===== src/rtl/http_request_head_validator_assert.svh =====
// Assertion helpers included by the top module of this block.
// Each use names clk and arst_n of the module that includes this file.
`ifndef HTTP_REQUEST_HEAD_VALIDATOR_ASSERT_SVH
`define HTTP_REQUEST_HEAD_VALIDATOR_ASSERT_SVH

// Same-cycle implication, masked while in reset
`define HRHV_ASSERT_NOW(lbl, ante, cons, msg) \
	lbl: assert property (@(posedge clk) disable iff (!arst_n) (ante) |-> (cons)) \
		else $error(msg);

// Next-cycle implication, masked while in reset
`define HRHV_ASSERT_NEXT(lbl, ante, cons, msg) \
	lbl: assert property (@(posedge clk) disable iff (!arst_n) (ante) |=> (cons)) \
		else $error(msg);

`endif


===== src/rtl/hrhv_pkg.sv =====
package hrhv_pkg;

	// Position inside the current line
	typedef enum logic [2:0] {
		PH_METHOD,
		PH_TARGET,
		PH_VERSION,
		PH_NAME,
		PH_VALUE
	} phase_t;

	// First fault seen in the head
	typedef enum logic [1:0] {
		FAULT_NONE,
		FAULT_MALFORMED,
		FAULT_TOO_MANY
	} fault_t;

	typedef enum logic [2:0] {
		VERDICT_OK,
		VERDICT_INCOMPLETE,
		VERDICT_MALFORMED,
		VERDICT_TOO_MANY,
		VERDICT_TOO_LARGE
	} verdict_t;

	// Configuration register indexes
	localparam logic CFG_HEADER_LIMIT = 1'b0;
	localparam logic CFG_BYTE_LIMIT   = 1'b1;

	localparam logic [7:0]  HEADER_LIMIT_RST = 8'd32;
	localparam logic [15:0] BYTE_LIMIT_RST   = 16'd8192;

	// Version field positions: "HTTP/" is 0..4, then d . d
	localparam logic [3:0] VPOS_MAJOR = 4'd5;
	localparam logic [3:0] VPOS_DOT   = 4'd6;
	localparam logic [3:0] VPOS_MINOR = 4'd7;
	localparam logic [3:0] VPOS_DONE  = 4'd8;

	localparam int M_TDATA_W = 40;
	localparam int RESULT_W  = 35;

	// Classified byte handed from the front to the back
	typedef struct packed {
		logic       is_cr;
		logic       is_lf;
		logic       is_sp;
		logic       is_ht;
		logic       is_colon;
		logic       tok_char;
		logic       is_visible;
		logic       is_digit;
		logic [3:0] digit;
		logic [4:0] ver_match;   // bit i set: byte equals "HTTP/"[i]
		logic       is_dot;
		logic       last;
	} byte_class_t;

	// Result beat, verdict in the lowest bits
	typedef struct packed {
		logic [3:0]  version_minor;
		logic [3:0]  version_major;
		logic [15:0] head_length;
		logic [7:0]  header_total;
		verdict_t    verdict;
	} result_t;

endpackage


===== src/rtl/http_request_head_validator.sv =====
// Channel  Handshake               Payload
// cfg      cfg_valid / cfg_ready   cfg_index, cfg_data
// s        s_tvalid / s_tready     s_tdata (request byte), s_tlast (final byte)
// m        m_tvalid / m_tready     m_tdata (verdict and head summary)
//
// One byte per cycle, except while a final byte waits on a stalled result beat; the parse
// state updates once per byte in the back. A final byte passes the classify stage, the
// queue and the result register before it is offered as its result beat.
// arst_n clears the valid flags, queue pointers and parse state; limits return to 32 headers and 8192 bytes.
// A stalled result beat holds only final bytes; bytes queued ahead of a final byte keep flowing.
// The queue between classifier and parser absorbs QUEUE_DEPTH beats.
module http_request_head_validator #(
	parameter int QUEUE_DEPTH = 4
) (
	input  logic        clk,
	input  logic        arst_n,
	input  logic        cfg_valid,
	output logic        cfg_ready,
	input  logic        cfg_index,    // 0 header_limit, 1 byte_limit
	input  logic [15:0] cfg_data,     // header_limit [7:0], byte_limit [15:0]
	input  logic        s_tvalid,
	output logic        s_tready,
	input  logic [7:0]  s_tdata,      // data_byte [7:0]
	input  logic        s_tlast,      // final_byte
	output logic        m_tvalid,
	input  logic        m_tready,
	output logic [39:0] m_tdata       // verdict [2:0], header_total [10:3],
	                                  // head_length [26:11], version_major [30:27],
	                                  // version_minor [34:31], zero [39:35]
);
	import hrhv_pkg::*;

	logic        front_valid;
	logic        front_ready;
	byte_class_t front_class;
	logic        head_valid;
	logic        head_ready;
	byte_class_t head_class;
	result_t     res_data;

	hrhv_front u_front (
		.clk       (clk),
		.arst_n    (arst_n),
		.in_valid  (s_tvalid),
		.in_ready  (s_tready),
		.in_byte   (s_tdata),
		.in_last   (s_tlast),
		.out_valid (front_valid),
		.out_ready (front_ready),
		.out_class (front_class)
	);

	hrhv_queue #(
		.DEPTH (QUEUE_DEPTH)
	) u_queue (
		.clk       (clk),
		.arst_n    (arst_n),
		.in_valid  (front_valid),
		.in_ready  (front_ready),
		.in_class  (front_class),
		.out_valid (head_valid),
		.out_ready (head_ready),
		.out_class (head_class)
	);

	hrhv_back u_back (
		.clk       (clk),
		.arst_n    (arst_n),
		.cfg_valid (cfg_valid),
		.cfg_ready (cfg_ready),
		.cfg_index (cfg_index),
		.cfg_data  (cfg_data),
		.in_valid  (head_valid),
		.in_ready  (head_ready),
		.in_class  (head_class),
		.res_valid (m_tvalid),
		.res_ready (m_tready),
		.res_data  (res_data)
	);

	assign m_tdata = {(M_TDATA_W - RESULT_W)'(0), res_data};

	`include "http_request_head_validator_assert.svh"

	// A final byte never overwrites a result still waiting
	`HRHV_ASSERT_NOW(a_no_result_overwrite, head_valid && head_ready && head_class.last, !m_tvalid || m_tready, "final byte taken while result beat stalled")
	// Every final byte parsed yields a result beat next cycle
	`HRHV_ASSERT_NEXT(a_final_gives_result, head_valid && head_ready && head_class.last, m_tvalid, "final byte parsed without result beat")
	// Input only stalls when the classify stage is occupied
	`HRHV_ASSERT_NOW(a_stall_has_cause, !s_tready, front_valid && !front_ready, "input stalled with free classify stage")

endmodule


===== src/rtl/hrhv_front.sv =====
module hrhv_front (
	input  logic                 clk,
	input  logic                 arst_n,
	input  logic                 in_valid,
	output logic                 in_ready,
	input  logic [7:0]           in_byte,
	input  logic                 in_last,
	output logic                 out_valid,
	input  logic                 out_ready,
	output hrhv_pkg::byte_class_t out_class
);
	import hrhv_pkg::*;

	logic        valid_s1;
	byte_class_t class_s1;

	function automatic byte_class_t classify(input logic [7:0] c, input logic lst);
		byte_class_t r;
		r.is_cr      = (c == 8'h0D);
		r.is_lf      = (c == 8'h0A);
		r.is_sp      = (c == 8'h20);
		r.is_ht      = (c == 8'h09);
		r.is_colon   = (c == 8'h3A);
		r.is_digit   = (c >= 8'h30) && (c <= 8'h39);
		r.is_visible = (c >= 8'h21) && (c <= 8'h7E);
		r.tok_char   = ((c >= 8'h61) && (c <= 8'h7A)) || ((c >= 8'h41) && (c <= 8'h5A))
			|| r.is_digit
			|| (c == 8'h21) || (c == 8'h23) || (c == 8'h24) || (c == 8'h25)
			|| (c == 8'h26) || (c == 8'h27) || (c == 8'h2A) || (c == 8'h2B)
			|| (c == 8'h2D) || (c == 8'h2E) || (c == 8'h5E) || (c == 8'h5F)
			|| (c == 8'h60) || (c == 8'h7C) || (c == 8'h7E);
		r.digit      = c[3:0];
		r.ver_match  = {(c == 8'h2F), (c == 8'h50), (c == 8'h54), (c == 8'h54),
			(c == 8'h48)};
		r.is_dot     = (c == 8'h2E);
		r.last       = lst;
		return r;
	endfunction

	// One register stage; refills in the cycle it drains
	assign in_ready = !valid_s1 || out_ready;

	always_ff @(posedge clk or negedge arst_n) begin
		if (!arst_n) begin
			valid_s1 <= 1'b0;
		end else if (in_ready) begin
			valid_s1 <= in_valid;
		end
	end

	always_ff @(posedge clk) begin
		if (in_ready && in_valid) begin
			class_s1 <= classify(in_byte, in_last);
		end
	end

	assign out_valid = valid_s1;
	assign out_class = class_s1;

endmodule


===== src/rtl/hrhv_queue.sv =====
module hrhv_queue #(
	parameter int DEPTH = 4
) (
	input  logic                  clk,
	input  logic                  arst_n,
	input  logic                  in_valid,
	output logic                  in_ready,
	input  hrhv_pkg::byte_class_t in_class,
	output logic                  out_valid,
	input  logic                  out_ready,
	output hrhv_pkg::byte_class_t out_class
);
	import hrhv_pkg::*;

	localparam int PTR_W = (DEPTH > 1) ? $clog2(DEPTH) : 1;
	localparam int CNT_W = $clog2(DEPTH + 1);
	localparam logic [PTR_W-1:0] LAST_PTR = PTR_W'(DEPTH - 1);

	byte_class_t       slot_q [DEPTH];
	logic [PTR_W-1:0]  wr_ptr_q;
	logic [PTR_W-1:0]  rd_ptr_q;
	logic [CNT_W-1:0]  count_q;
	logic              push;
	logic              pop;

	assign in_ready  = (count_q != CNT_W'(DEPTH));
	assign out_valid = (count_q != '0);
	assign push      = in_valid && in_ready;
	assign pop       = out_valid && out_ready;
	assign out_class = slot_q[rd_ptr_q];

	// Pointers and fill count
	always_ff @(posedge clk or negedge arst_n) begin
		if (!arst_n) begin
			wr_ptr_q <= '0;
			rd_ptr_q <= '0;
			count_q  <= '0;
		end else begin
			if (push) begin
				wr_ptr_q <= (wr_ptr_q == LAST_PTR) ? '0 : wr_ptr_q + 1'b1;
			end
			if (pop) begin
				rd_ptr_q <= (rd_ptr_q == LAST_PTR) ? '0 : rd_ptr_q + 1'b1;
			end
			if (push && !pop) begin
				count_q <= count_q + 1'b1;
			end else if (pop && !push) begin
				count_q <= count_q - 1'b1;
			end
		end
	end

	always_ff @(posedge clk) begin
		if (push) begin
			slot_q[wr_ptr_q] <= in_class;
		end
	end

endmodule


===== src/rtl/hrhv_back.sv =====
module hrhv_back (
	input  logic                  clk,
	input  logic                  arst_n,
	input  logic                  cfg_valid,
	output logic                  cfg_ready,
	input  logic                  cfg_index,
	input  logic [15:0]           cfg_data,
	input  logic                  in_valid,
	output logic                  in_ready,
	input  hrhv_pkg::byte_class_t in_class,
	output logic                  res_valid,
	input  logic                  res_ready,
	output hrhv_pkg::result_t     res_data
);
	import hrhv_pkg::*;

	// Configuration
	logic [7:0]  header_limit_q;
	logic [15:0] byte_limit_q;

	// Parse state
	logic [16:0] tally_q, n_tally;
	phase_t      phase_q, n_phase;
	logic        held_cr_q, n_held_cr;
	logic        line_start_q, n_line_start;
	logic        term_q, n_term;
	logic [15:0] head_end_q, n_head_end;
	logic [7:0]  hdr_tally_q, n_hdr_tally;
	fault_t      fault_q, n_fault;
	logic        nonempty_q, n_nonempty;
	logic        line_bad_q, n_line_bad;
	logic [3:0]  vpos_q, n_vpos;
	logic [3:0]  major_q, n_major;
	logic [3:0]  minor_q, n_minor;

	verdict_t    verdict;
	result_t     result;
	logic        res_valid_q;
	result_t     res_q;
	logic        take;

	assign cfg_ready = 1'b1;

	// A final byte waits only for a free result slot
	assign in_ready = !in_class.last || !res_valid_q || res_ready;
	assign take     = in_valid && in_ready;

	// Next parse state for the byte at the queue head
	always_comb begin
		logic [16:0] idx;
		logic        done;
		idx          = tally_q;
		done         = 1'b0;
		n_tally      = tally_q;
		n_phase      = phase_q;
		n_held_cr    = held_cr_q;
		n_line_start = line_start_q;
		n_term       = term_q;
		n_head_end   = head_end_q;
		n_hdr_tally  = hdr_tally_q;
		n_fault      = fault_q;
		n_nonempty   = nonempty_q;
		n_line_bad   = line_bad_q;
		n_vpos       = vpos_q;
		n_major      = major_q;
		n_minor      = minor_q;

		// Saturates one past the limit
		if (tally_q <= {1'b0, byte_limit_q}) begin
			n_tally = tally_q + 17'd1;
		end

		if (!term_q) begin
			// CR from the previous byte
			if (held_cr_q) begin
				n_held_cr = 1'b0;
				if (in_class.is_lf) begin
					done = 1'b1;
					if (line_start_q && (phase_q >= PH_NAME)) begin
						n_term     = 1'b1;
						n_head_end = (idx >= 17'd3) ? 16'(idx - 17'd3) : 16'd0;
					end else begin
						// Close the line
						if (phase_q <= PH_VERSION) begin
							if (phase_q != PH_VERSION || vpos_q != VPOS_DONE) begin
								n_line_bad = 1'b1;
							end
							if (n_line_bad && fault_q == FAULT_NONE) begin
								n_fault = FAULT_MALFORMED;
							end
						end else begin
							if (phase_q == PH_NAME) begin
								n_line_bad = 1'b1;
							end
							if (n_line_bad) begin
								if (fault_q == FAULT_NONE) begin
									n_fault = FAULT_MALFORMED;
								end
							end else if (hdr_tally_q >= header_limit_q) begin
								if (fault_q == FAULT_NONE) begin
									n_fault = FAULT_TOO_MANY;
								end
							end else begin
								n_hdr_tally = hdr_tally_q + 8'd1;
							end
						end
						n_phase      = PH_NAME;
						n_nonempty   = 1'b0;
						n_line_bad   = 1'b0;
						n_line_start = 1'b1;
					end
				end else begin
					n_line_bad   = 1'b1;
					n_line_start = 1'b0;
				end
			end

			if (!done) begin
				if (in_class.is_cr) begin
					n_held_cr = 1'b1;
				end else if (in_class.is_lf) begin
					n_line_bad   = 1'b1;
					n_line_start = 1'b0;
				end else begin
					n_line_start = 1'b0;
					// Field content
					case (phase_q)
						PH_METHOD: begin
							if (in_class.is_sp) begin
								if (!nonempty_q) n_line_bad = 1'b1;
								n_phase    = PH_TARGET;
								n_nonempty = 1'b0;
							end else if (in_class.tok_char) begin
								n_nonempty = 1'b1;
							end else begin
								n_line_bad = 1'b1;
							end
						end
						PH_TARGET: begin
							if (in_class.is_sp) begin
								if (!nonempty_q) n_line_bad = 1'b1;
								n_phase = PH_VERSION;
								n_vpos  = '0;
							end else if (in_class.is_visible) begin
								n_nonempty = 1'b1;
							end else begin
								n_line_bad = 1'b1;
							end
						end
						PH_VERSION: begin
							if (vpos_q < VPOS_MAJOR) begin
								if (!in_class.ver_match[vpos_q[2:0]]) n_line_bad = 1'b1;
							end else if (vpos_q == VPOS_MAJOR) begin
								if (in_class.is_digit) n_major = in_class.digit;
								else n_line_bad = 1'b1;
							end else if (vpos_q == VPOS_DOT) begin
								if (!in_class.is_dot) n_line_bad = 1'b1;
							end else if (vpos_q == VPOS_MINOR) begin
								if (in_class.is_digit) n_minor = in_class.digit;
								else n_line_bad = 1'b1;
							end else begin
								n_line_bad = 1'b1;
							end
							if (vpos_q < VPOS_DONE) n_vpos = vpos_q + 4'd1;
						end
						PH_NAME: begin
							if (in_class.is_colon) begin
								if (!nonempty_q) n_line_bad = 1'b1;
								n_phase = PH_VALUE;
							end else if (in_class.tok_char) begin
								n_nonempty = 1'b1;
							end else begin
								n_line_bad = 1'b1;
							end
						end
						default: begin
							if (!(in_class.is_visible || in_class.is_sp || in_class.is_ht)) begin
								n_line_bad = 1'b1;
							end
						end
					endcase
				end
			end
		end
	end

	// Verdict from the state after this byte
	always_comb begin
		if (n_tally > {1'b0, byte_limit_q}) begin
			verdict = VERDICT_TOO_LARGE;
		end else if (!n_term) begin
			verdict = (n_tally == {1'b0, byte_limit_q}) ? VERDICT_TOO_LARGE
				: VERDICT_INCOMPLETE;
		end else if (n_fault == FAULT_MALFORMED) begin
			verdict = VERDICT_MALFORMED;
		end else if (n_fault == FAULT_TOO_MANY) begin
			verdict = VERDICT_TOO_MANY;
		end else begin
			verdict = VERDICT_OK;
		end
		result.verdict = verdict;
		if (verdict == VERDICT_OK) begin
			result.header_total  = n_hdr_tally;
			result.head_length   = n_head_end;
			result.version_major = n_major;
			result.version_minor = n_minor;
		end else begin
			result.header_total  = '0;
			result.head_length   = '0;
			result.version_major = '0;
			result.version_minor = '0;
		end
	end

	// Configuration writes
	always_ff @(posedge clk or negedge arst_n) begin
		if (!arst_n) begin
			header_limit_q <= HEADER_LIMIT_RST;
			byte_limit_q   <= BYTE_LIMIT_RST;
		end else if (cfg_valid) begin
			case (cfg_index)
				CFG_HEADER_LIMIT: header_limit_q <= cfg_data[7:0];
				CFG_BYTE_LIMIT:   byte_limit_q   <= cfg_data;
				default: ;
			endcase
		end
	end

	// Parse state; a final byte clears it for the next buffer
	always_ff @(posedge clk or negedge arst_n) begin
		if (!arst_n) begin
			tally_q      <= '0;
			phase_q      <= PH_METHOD;
			held_cr_q    <= 1'b0;
			line_start_q <= 1'b1;
			term_q       <= 1'b0;
			head_end_q   <= '0;
			hdr_tally_q  <= '0;
			fault_q      <= FAULT_NONE;
			nonempty_q   <= 1'b0;
			line_bad_q   <= 1'b0;
			vpos_q       <= '0;
			major_q      <= '0;
			minor_q      <= '0;
		end else if (take) begin
			if (in_class.last) begin
				tally_q      <= '0;
				phase_q      <= PH_METHOD;
				held_cr_q    <= 1'b0;
				line_start_q <= 1'b1;
				term_q       <= 1'b0;
				head_end_q   <= '0;
				hdr_tally_q  <= '0;
				fault_q      <= FAULT_NONE;
				nonempty_q   <= 1'b0;
				line_bad_q   <= 1'b0;
				vpos_q       <= '0;
				major_q      <= '0;
				minor_q      <= '0;
			end else begin
				tally_q      <= n_tally;
				phase_q      <= n_phase;
				held_cr_q    <= n_held_cr;
				line_start_q <= n_line_start;
				term_q       <= n_term;
				head_end_q   <= n_head_end;
				hdr_tally_q  <= n_hdr_tally;
				fault_q      <= n_fault;
				nonempty_q   <= n_nonempty;
				line_bad_q   <= n_line_bad;
				vpos_q       <= n_vpos;
				major_q      <= n_major;
				minor_q      <= n_minor;
			end
		end
	end

	// Result register
	always_ff @(posedge clk or negedge arst_n) begin
		if (!arst_n) begin
			res_valid_q <= 1'b0;
		end else if (take && in_class.last) begin
			res_valid_q <= 1'b1;
		end else if (res_ready) begin
			res_valid_q <= 1'b0;
		end
	end

	always_ff @(posedge clk) begin
		if (take && in_class.last) begin
			res_q <= result;
		end
	end

	assign res_valid = res_valid_q;
	assign res_data  = res_q;

endmodule


===== config.mk =====
export PLATFORM = sky130hd
export DESIGN_NAME = http_request_head_validator
export DESIGN_NICKNAME = d
export VERILOG_FILES = /design/src/rtl/hrhv_pkg.sv /design/src/rtl/http_request_head_validator.sv /design/src/rtl/hrhv_front.sv /design/src/rtl/hrhv_queue.sv /design/src/rtl/hrhv_back.sv
export VERILOG_INCLUDE_DIRS = /design/src /design/src/rtl
export SDC_FILE = /design/constraint.sdc
export NUM_CORES = 1
export LEC_CHECK = 0
export BUFFER_PORTS_ARGS = -buffer_cell sky130_fd_sc_hd__buf_2
export CAP_MARGIN = 20
export CORE_ASPECT_RATIO = 1.75
export CORE_UTILIZATION = 55
export CTS_BUF_LIST = sky130_fd_sc_hd__clkbuf_8
export DETAILED_ROUTE_END_ITERATION = 16
export PLACE_DENSITY = 0.8
export SYNTH_ARGS = -nofsm -noshare
export SYNTH_HDL_FRONTEND = slang
export SYNTH_SLANG_ARGS = --single-unit

===== constraint.sdc =====
create_clock -name clk -period 3.9 [get_ports clk]
set_input_delay 0.195 -clock clk [delete_from_list [all_inputs] [get_ports clk]]
set_output_delay 0.195 -clock clk [all_outputs]
set_load 0.01 [all_outputs]

======== After elaboration in Yosys (flattened, before gate mapping) ========
Memories as Yosys holds them, arrays and structs flattened.
Cells that the tools add are included.
W data, S select, Z words.
storage, ports and cells
  RAM bits ................................ 76
  word-level logic and storage cells ...... 309
  register bits after elaboration ......... 150
  output and inout bits ................... 43
  memories ................................ 1
operators by class
  reduce and logical (&&, ||, !) cells .... 51
  mux-type cells .......................... 150
  add/sub/neg operators ................... 8
  bitwise operators ....................... 1
  equal/unequal tests ..................... 44
  $lt $le $gt $ge ......................... 17
memories
  name            words  bits a word  rd ports  clocked after Yosys merged registers in  write ports  line              text
  u_queue.slot_q  4      19           1         0                                        1            hrhv_queue.sv:19  byte_class_t slot_q [DEPTH];
operators with widths
  cell                     number
  $mux W4                  27
  $eq A8 B6 Y1 const B     13
  $mux W16                 6
  $mux W1                  71
  $eq A8 B7 Y1 const B     8
  $mux W8                  8
  $mux W3                  17
  $mux W17                 2
  $mux W2                  14
  $eq A8 B4 Y1 const B     3
  $le A8 B7 Y1 const B     3
  $logic_or A1 B1 Y1       23
  $add A17 B1 Y17 const B  1
  $eq A17 B16 Y1           1
  $ge A17 B2 Y1 const B    1
  $gt A17 B16 Y1           1
  $le A17 B16 Y1           1
  $ge A8 B6 Y1 const B     2
  $ge A8 B7 Y1 const B     2
  $sub A16 B2 Y16 const B  1
  $eq A4 B3 Y1 const B     3
  $logic_and A1 B1 Y1      12
  $pmux W3 S3              1
  $add A8 B1 Y8 const B    1
  32 further kinds         49

======== Longest topological paths before layout ========
Gate-level depths: netlist (run 1).
  depth in word-level cells ............... 21
  depth in mapped cells ................... 19
  gate-level depth less buffers ........... 17

======== By module ========
From an unflattened synthesis (run 1), not the netlist that was laid out.
unflattened totals
  cells, all modules ...................... 1033
  area total of the unflattened synthesis .. 11877.6 µm²
modules (own cells, without submodules)
  module                       area each (µm²)  cells each  times used
  hrhv_back                    7727.4           814         1
  hrhv_queue                   3171.8           135         1
  hrhv_front                   937.1            78          1
  http_request_head_validator  41.3             6           1

======== Worst setup path before layout (run 1) ========
Ideal clock, no wire load.
  path kind ............................... register to register
  start ................................... register u_back.byte_limit_q[13]
  end ..................................... register u_back.res_q, in the netlist u_back.res_data[31], data pin
  required time ........................... 3.760 ns
  buffers on the path ..................... 2
  arrival ................................. 4.168 ns
  clock period less this slack ............ 4.308 ns
  library setup time ...................... 0.140 ns
  cell stages (with the launch flop) ...... 20
  slack ................................... -0.408 ns
  cells stage by stage .................... dfstp_2 > inv_1 > ha_1 > nand4b_1 > o22ai_1 > or4_1 > o31a_1 > buf_2 > nor2_1 > nand2_1 > xnor2_1 > ha_1 > a21o_1 > a221o_1 > a221oi_1 > o21ai_0 > a31oi_1 > nand4_1 > buf_2 > nor2_1
between the ends
  cells in the longest elaborated chain, start to end .. 7
  elaborated cells between the ends (all ways) .. 8
  classes of those cells .................. order compare (2); eq/ne (1); mux (4); reduce/logical (1)
RTL lines
  item                                                    line              text
  from (decl)                                             hrhv_back.sv:19   logic [15:0] byte_limit_q;
  from (signal assigned)                                  hrhv_back.sv:223  CFG_BYTE_LIMIT: byte_limit_q <= cfg_data;
  branches (longest 5 deep; another with $le A17 B16 Y1)  --
  $mux W3 *                                               hrhv_back.sv:189  if (n_tally > {1'b0, byte_limit_q}) begin
  $logic_not A3 Y1 *                                      hrhv_back.sv:202  if (verdict == VERDICT_OK) begin
  to (signal assigned)                                    hrhv_back.sv:291  res_q <= result;
  to (decl)                                               hrhv_back.sv:39   result_t res_q;
Mark *: on every way between the ends.
A chain may end at the register's enable or synchronous reset.

======== Worst setup path after layout (run 1) ========
  start ................................... register u_back.byte_limit_q[13]
  end ..................................... register u_back.res_q, in the netlist u_back.res_data[25], data pin
The elaborated chain is that of the path after synthesis.

==> results of run 1 <==
per-layer routing:
metal  global-route usage  vias to the layer above  wire length, um
li1                     -                     3952                -
met1                0.254                     4164             8730
met2                0.520                      295            15200
met3               0.0409                      121             1250
met4                0.192                        0             2070
met5                    0                        -                0
placed cells by master, fill, tap and decap left out, types with 7 or more instances in the layout:
| cell | n |
|---|---|
| dfrtp_1 | 92 |
| nor4_1 | 9 |
| a22oi_1 | 15 |
| a32o_1 | 16 |
| clkbuf_8 | 38 |
| o31ai_1 | 15 |
| nor2_4 | 15 |
| nand3_1 | 20 |
| nor2b_1 | 7 |
| a21oi_1 | 30 |
| mux2_2 | 18 |
| a21o_1 | 13 |
| edfxtp_1 | 125 |
| xor2_1 | 18 |
| mux4_2 | 16 |
| o21ai_0 | 55 |
| ha_1 | 53 |
| buf_4 | 86 |
| dlygate4sd3_1 | 27 |
| xnor2_1 | 17 |
| buf_2 | 66 |
| nor2_1 | 54 |
| nand4_1 | 9 |
| nand2_1 | 92 |
| mux2i_1 | 15 |
| nor2_2 | 14 |
| a31oi_1 | 14 |
| nor3_1 | 23 |
| and2_1 | 9 |
| inv_1 | 55 |
worst max-delay path: stages, from the launching register on:
cell       delay [ps]
dfstp_2           530
inv_2              50
ha_4              200
nand4b_1          150
o22ai_1           100
or4_4             530
o31a_4            400
buf_12            140
nor3_4            130
xor2_1            170
ha_1              260
and2_0            160
a221o_1           340
a221oi_2          270
o21ai_2           110
a31oi_4           180
nand4_1           130
buf_6             170
clkbuf_16         180
nor2_4             80
how the worst max path moves through the flow:
stage | endpoint | slack [ps] | cells after the start
after detailed placement | u_back.res_data[12] | -730 | 20
final | u_back.res_data[25] | -490 | 19
after global routing | u_back.res_data[16] | -660 | 19
after global placement | u_back.res_data[19] | -540 | 19
after CTS | u_back.res_data[24] | -400 | 20
after floorplan | u_back.res_data[31] | -330 | 19
where the power goes:
part | leakage [nW] | internal [mW] | switching, mW
logic | 2.89 | 1.16 | 1.96
clock network | 0.362 | 0.949 | 0.869
registers | 2.45 | 3.09 | 0.257
total | 5.70 | 5.20 | 3.09
repair_timing:
| item | 4_1_cts | 5_1_grt |
|---|---|---|
| endpoints found under the setup margin | 35 | 35 |
| endpoints found under the hold margin | 94 | 0 |
| pin swaps | 10 | 4 |
| hold buffers | 27 | 0 |
| gates cloned | 1 | 1 |
| buffers inserted | 9 | 4 |
| resized for setup | 40 | 35 |
synth_stat cells (5+ instances only):
library cell    n  area share
a32o_1         16       0.014
nor2b_1         7      0.0039
xor2_1         18       0.014
a31oi_1        15      0.0084
nand2_1        94       0.031
ha_1           54       0.060
clkbuf_1       38       0.013
nor3_1         27       0.012
a22o_1          5      0.0039
nand2b_1        6      0.0033
edfxtp_1      125        0.33
and2_1          9      0.0050
mux2_2         18       0.018
buf_4           9      0.0060
a211oi_1        5      0.0033
or3_1           7      0.0039
o21ai_0        56       0.025
mux4_2         16       0.032
a22oi_1        15       0.010
a21o_1         13      0.0087
buf_2           9      0.0040
nor2_1         83       0.028
nand4_1         9      0.0050
nor4_1         10      0.0056
o31ai_1        15       0.010
nor4_2          5      0.0056
xnor2_1        18       0.014
mux2i_1        15       0.013
dfrtp_1        93        0.21
inv_1          46       0.015
and3_1          5      0.0028
a21oi_1        30       0.013
o41ai_1         5      0.0039
nand3_1        23       0.010
final cells by class:
| type | instances | area share |
|---|---|---|
| Timing Repair Buffer | 187 | 0.101 |
| Sequential cell | 221 | 0.452 |
| Multi-Input combinational cell | 659 | 0.365 |
| Tap cell | 245 | 0.0225 |
| Inverter | 46 | 0.0127 |
| Clock inverter | 20 | 0.00845 |
| Clock buffer | 38 | 0.0384 |
flip-flops by register name, indices dropped and copies added, names as in the netlist, 4 cells and up:
signal,count
u_back.head_end_q,16
u_back.byte_limit_q,16
u_back.vpos_q,4
u_back.res_data,35
u_back.minor_q,4
u_queue.slot_q,72
u_back.tally_q,17
u_back.header_limit_q,8
u_front.out_class,18
u_back.major_q,4
u_back.hdr_tally_q,8
per-stage QoR:
stage          power (mW)  hold WS (ps)  instance area, um2
6_report             8.28          72.1               13600
3_5_place_dp         6.42           331               12300
2_1_floorplan        5.41          -101               11300
5_1_grt              8.78          85.8               13600
3_3_place_gp         6.31           325               12300
4_1_cts              8.30          40.4               13400
kinds of logic (layout without fill, tap and decap cells):
kind of cell    count (synthesis)  count (layout)  share of synthesized area
xor+xnor                       36              36                     0.0281
buf+inv                       103             291                     0.0385
flops                         221             221                      0.549
fa+ha+maj                      55              55                     0.0620
simple gates                  303             303                      0.131
other cells                     2               6                   0.000669
mux                            49              49                     0.0635
compound gates                210             210                      0.128
==> impl_metrics.tcl, run 1 <==
set metrics [dict create \
    nNetsFinal 1232 \
    ant_nets 0 \
    clkTransAtPathRegs_ps 70 \
    slew_viol_final 0 \
    ir_worst_vdd_v 0.000378 \
    gp_congestion 0.940 \
    rr_worst_depth 19 \
    async_flop_share 0.434 \
    layoutNonFillerInstCount 1416 \
    path_class "flop to flop" \
    dp_slack_ps -731 \
    start_util 0.566 \
    grt_max_degree 62 \
    grt_pass1_wl_mm 43.2 \
    dr.pass1.iters 5 \
    hold_viol_final 0 \
    dp_hpwl_mm 19.4 \
    cts_buffers 31 \
    cts_max_level 1 \
    fillers 1376 \
    num_rows 68 \
    insertion_delay_ps 590 \
    clock-sinks 221 \
    synth_enable_flop_cells 125 \
    num_antenna_cells 0 \
    ff2ff_setup_slack_ps -490 \
    avgSynthCellArea_um2 11.5 \
    wl_mm 27.3 \
    timing.fmax_ghz 0.228 \
    crit_required_ps 4360 \
    synth_cell_types 73 \
    cts_root_buf "clkbuf_8" \
    min_delay_worst_endpoint "u_back.header_limit_q[5]" \
    syn_inst 979 \
    areaGrowthSynthToFinish_pct 21.4 \
    placed_cells 1320 \
    crit_start "u_back.byte_limit_q[13]" \
    worstPathArrival_ps 4850 \
    crit_fanout 8 \
    routedWlPerCell_um 19.3 \
    violations "negative setup slack" \
    fin_ws_ps -487 \
    fin_crit_ps 4390 \
    drive_above_1_share 0.263 \
    regArea_um2 6160 \
    synth.ff_latch_count 221 \
    grt_overflow 0 \
    coreArea_um2 19800 \
    synthFlopType "edfxtp_1" \
    powerDensity_nw_per_um2 608 \
    worst_slew_pin_slew_ps 950 \
    yosysSeqAreaShare 0.549 \
    setup_tns_ps -15520 \
    vias 8532 \
    rsz0062_at_grt "true" \
    pin_count 74 \
    die_w_um 110 \
    io_buffers 67 \
    outcome "finished, violations left" \
    multi_input_area_um2 4970 \
    reg2reg_from "u_back.byte_limit_q[13]" \
    syn_area_um2 11200 \
    holdCritPathClass "input port to flop" \
    utilization 0.687 \
    endpoint_kind "flop" \
    cts_buffer_depth 3 \
    fin_skew_ps 26.6 \
    drc_errors 0 \
    slew-limit-headroom 0.367 \
    die-area_um2 21000 \
    cp-start-kind "flop" \
    min_path_cells 4 \
    layout_worst_path_cycle_share 1.12 \
    grt_usage 0.273 \
    rr_endpoint "u_back.res_data[25]" \
    grt_pass1_vias 8838 \
    antenna_found_initial 0 \
    die_h_um 191 \
    drt_iter0_markers 577 \
    setup_viol 35 \
    min-delay-start "cfg_index" \
    cap_violations 0 \
    viasPerCell 6.03 \
    p_leak_nw 5.70 \
    synth_warnings 0 \
    cts_tree "built" \
]
(Power assumes the default switching activity.)
==> run 2, diff against run 1 <==
--- a/config.mk
+++ b/config.mk
@@ -13,6 +13,7 @@
 export CTS_BUF_LIST = sky130_fd_sc_hd__clkbuf_8
 export DETAILED_ROUTE_END_ITERATION = 16
 export PLACE_DENSITY = 0.8
+export SETUP_SLACK_MARGIN = 0.4
 export SYNTH_ARGS = -nofsm -noshare
 export SYNTH_HDL_FRONTEND = slang
 export SYNTH_SLANG_ARGS = --single-unit
==> run 2 against run 1 <==
The flow still finishes with violations (negative setup slack). Clock power about the same. Clock skew decreased by 3.4 ps. Wire length increased by 1.1%.
==> impl_metrics.tcl, run 2 (synthesized netlist as in run 1, its figures left out) <==
set metrics [dict create \
    endpoint_kind "flop" \
    antenna_found_initial 0 \
    worst-path-buf-inv 6 \
    layout_worst_path_cycle_share 1.16 \
    grt_max_degree 62 \
    routedWlPerCell_um 19.4 \
    crit_required_ps 4350 \
    dp_hpwl_mm 19.4 \
    top_layer_used "met4" \
    grt_usage 0.273 \
    clock-sinks 221 \
    ff2ff_setup_slack_ps -630 \
    min_path_cells 4 \
    regArea_um2 6160 \
    die-area_um2 21000 \
    worst_slew_pin_slew_ps 951 \
    worstPathArrival_ps 4980 \
    p_leak_nw 5.71 \
    holdCritPathClass "input port to flop" \
    top_register "u_queue.slot_q" \
    outcome "finished, violations left" \
    wl_met2_mm 15.5 \
    placed_cell_area_um2 12300 \
    largest_reg_flops 72 \
    crit_slowest_cell "dfstp_2" \
    drt_iter0_markers 498 \
    dr_wl_met3_mm 1.21 \
    cts_tree "built" \
    cts_buffer_depth 3 \
    violations "negative setup slack" \
    die_h_um 191 \
    p_total_mw 8.30 \
    io_buffers 67 \
    multi_input_area_um2 4970 \
    coreArea_um2 19800 \
    dp_slack_ps -731 \
    grt_pass1_vias 8856 \
    dr.pass1.iters 5 \
    setup_viol 35 \
    crit_fanout 8 \
    fin_ws_ps -629 \
    fin_skew_ps 23.2 \
    rsz0062_at_grt "true" \
    stdcell_area_um2 13600 \
    reg2reg_from "u_back.byte_limit_q[13]" \
    min_delay_worst_endpoint "u_back.header_limit_q[5]" \
    pin_count 74 \
    cap_violations 0 \
    path_cells "inv_2, ha_4, nand4b_1, buf_6, nor3_2, or4_4, o31a_4, buf_6, nor3_4, xor2_1, ha_1, and2_4, a221o_1, a221oi_2, o21ai_2, a31oi_1, buf_4, nand4_1, buf_6, clkbuf_16, nor2_1" \
    rr_worst_depth 21 \
    areaGrowthSynthToFinish_pct 21.5 \
    layout_common_cells "edfxtp_1, nand2_1, dfrtp_1" \
    vias 8552 \
    hold_viol_final 0 \
    path_class "flop to flop" \
    wl_mm 27.6 \
    final_common_cell "edfxtp_1" \
    num_rows 68 \
    viasPerCell 6.02 \
    hold_ws_ps 72.7 \
    timing.fmax_ghz 0.221 \
    critPathMaxStageDelay_ps 530 \
    min-delay-start "cfg_index" \
    drc_errors 0 \
    slew_viol_final 0 \
    cts_max_level 1 \
    fin_crit_ps 4530 \
    crit_family "compound AO/OA/AOI/OAI gates" \
    ir_worst_vdd_v 0.000377 \
    grt_pass1_wl_mm 43.2 \
    crit_start "u_back.byte_limit_q[13]" \
    start_util 0.566 \
    fillers 1373 \
    ant_nets 0 \
    cts_root_buf "clkbuf_8" \
    crit_top_cell "buf_6" \
    num_antenna_cells 0 \
    cp-start-kind "flop" \
    slew-limit-headroom 0.366 \
    cts_buffers 31 \
    drt-met1-wl_mm 8.90 \
    powerDensity_nw_per_um2 609 \
    die_w_um 110 \
    gp_congestion 0.940 \
    nNetsFinal 1236 \
    clkTransAtPathRegs_ps 60 \
    drive_above_1_share 0.262 \
    rr_endpoint "u_back.res_data[14]" \
    insertion_delay_ps 590 \
    grt_overflow 0 \
]
-- run 2: changes by cell type in the layout (fill, tap and decap cells not counted), moves of 2 or more --
cell,previous run,this run
nor2_2,14,10
nor2_1,54,57
nand3_1,20,22
nand3_2,4,2
buf_4,86,90
-- run 2: through the flow --
| step | cells | util | setup TNS (ps) |
|---|---|---|---|
| after floorplan | 983 | - | -10480 |
| after global placement | 1320 | 0.620 | -18100 |
| after detailed placement | 1320 | 0.620 | -23840 |
| after CTS | 1415 | 0.678 | -13770 |
| after global routing | 1420 | 0.688 | -25090 |
| final | 1420 | 0.688 | -20590 |
-- run 2: worst min-delay path: cells and delay by family --
kind / cells / cell delay [ps]
and+or+nand+nor: 2 / 280
buffers and inverters: 1 / 90
AOI/OAI and AO/OA: 1 / 70
-- run 2: cell type report --
class | count | area share
sequential | 221 | 0.452
multi-input combinational | 659 | 0.364
timing repair buffer | 191 | 0.102
clock buffer | 38 | 0.0383
tap | 245 | 0.0225
inverter | 46 | 0.0127
clock inverter | 20 | 0.00844
-- run 2: repair_timing --
action	CTS	global route
gates resized for setup	39	35
hold endpoints to repair	94	0
setup buffers	9	4
pin swaps	11	11
hold buffers	27	0
setup endpoints to repair	35	35
gates cloned	1	1
-- run 2: routing by layer --
metal,track usage,vias up
li1,-,3962
met1,0.254,4158
met2,0.519,317
met3,0.0389,115
met4,0.195,0
met5,0,-
-- run 2: worst max-delay path by stage --
stage | cells past startpoint | endpoint | slack (ps)
final | 21 | u_back.res_data[14] | -630
after global routing | 21 | u_back.res_data[31] | -750
after CTS | 21 | u_back.res_data[24] | -430
after detailed placement | 20 | u_back.res_data[12] | -730
after global placement | 19 | u_back.res_data[19] | -540
after floorplan | 19 | u_back.res_data[31] | -330
-- run 2: power by group --
part | switching (mW) | leakage (nW) | internal, mW | total (mW)
clock network | 0.871 | 0.362 | 0.949 | 1.82
logic | 1.97 | 2.91 | 1.17 | 3.14
registers | 0.259 | 2.45 | 3.09 | 3.35
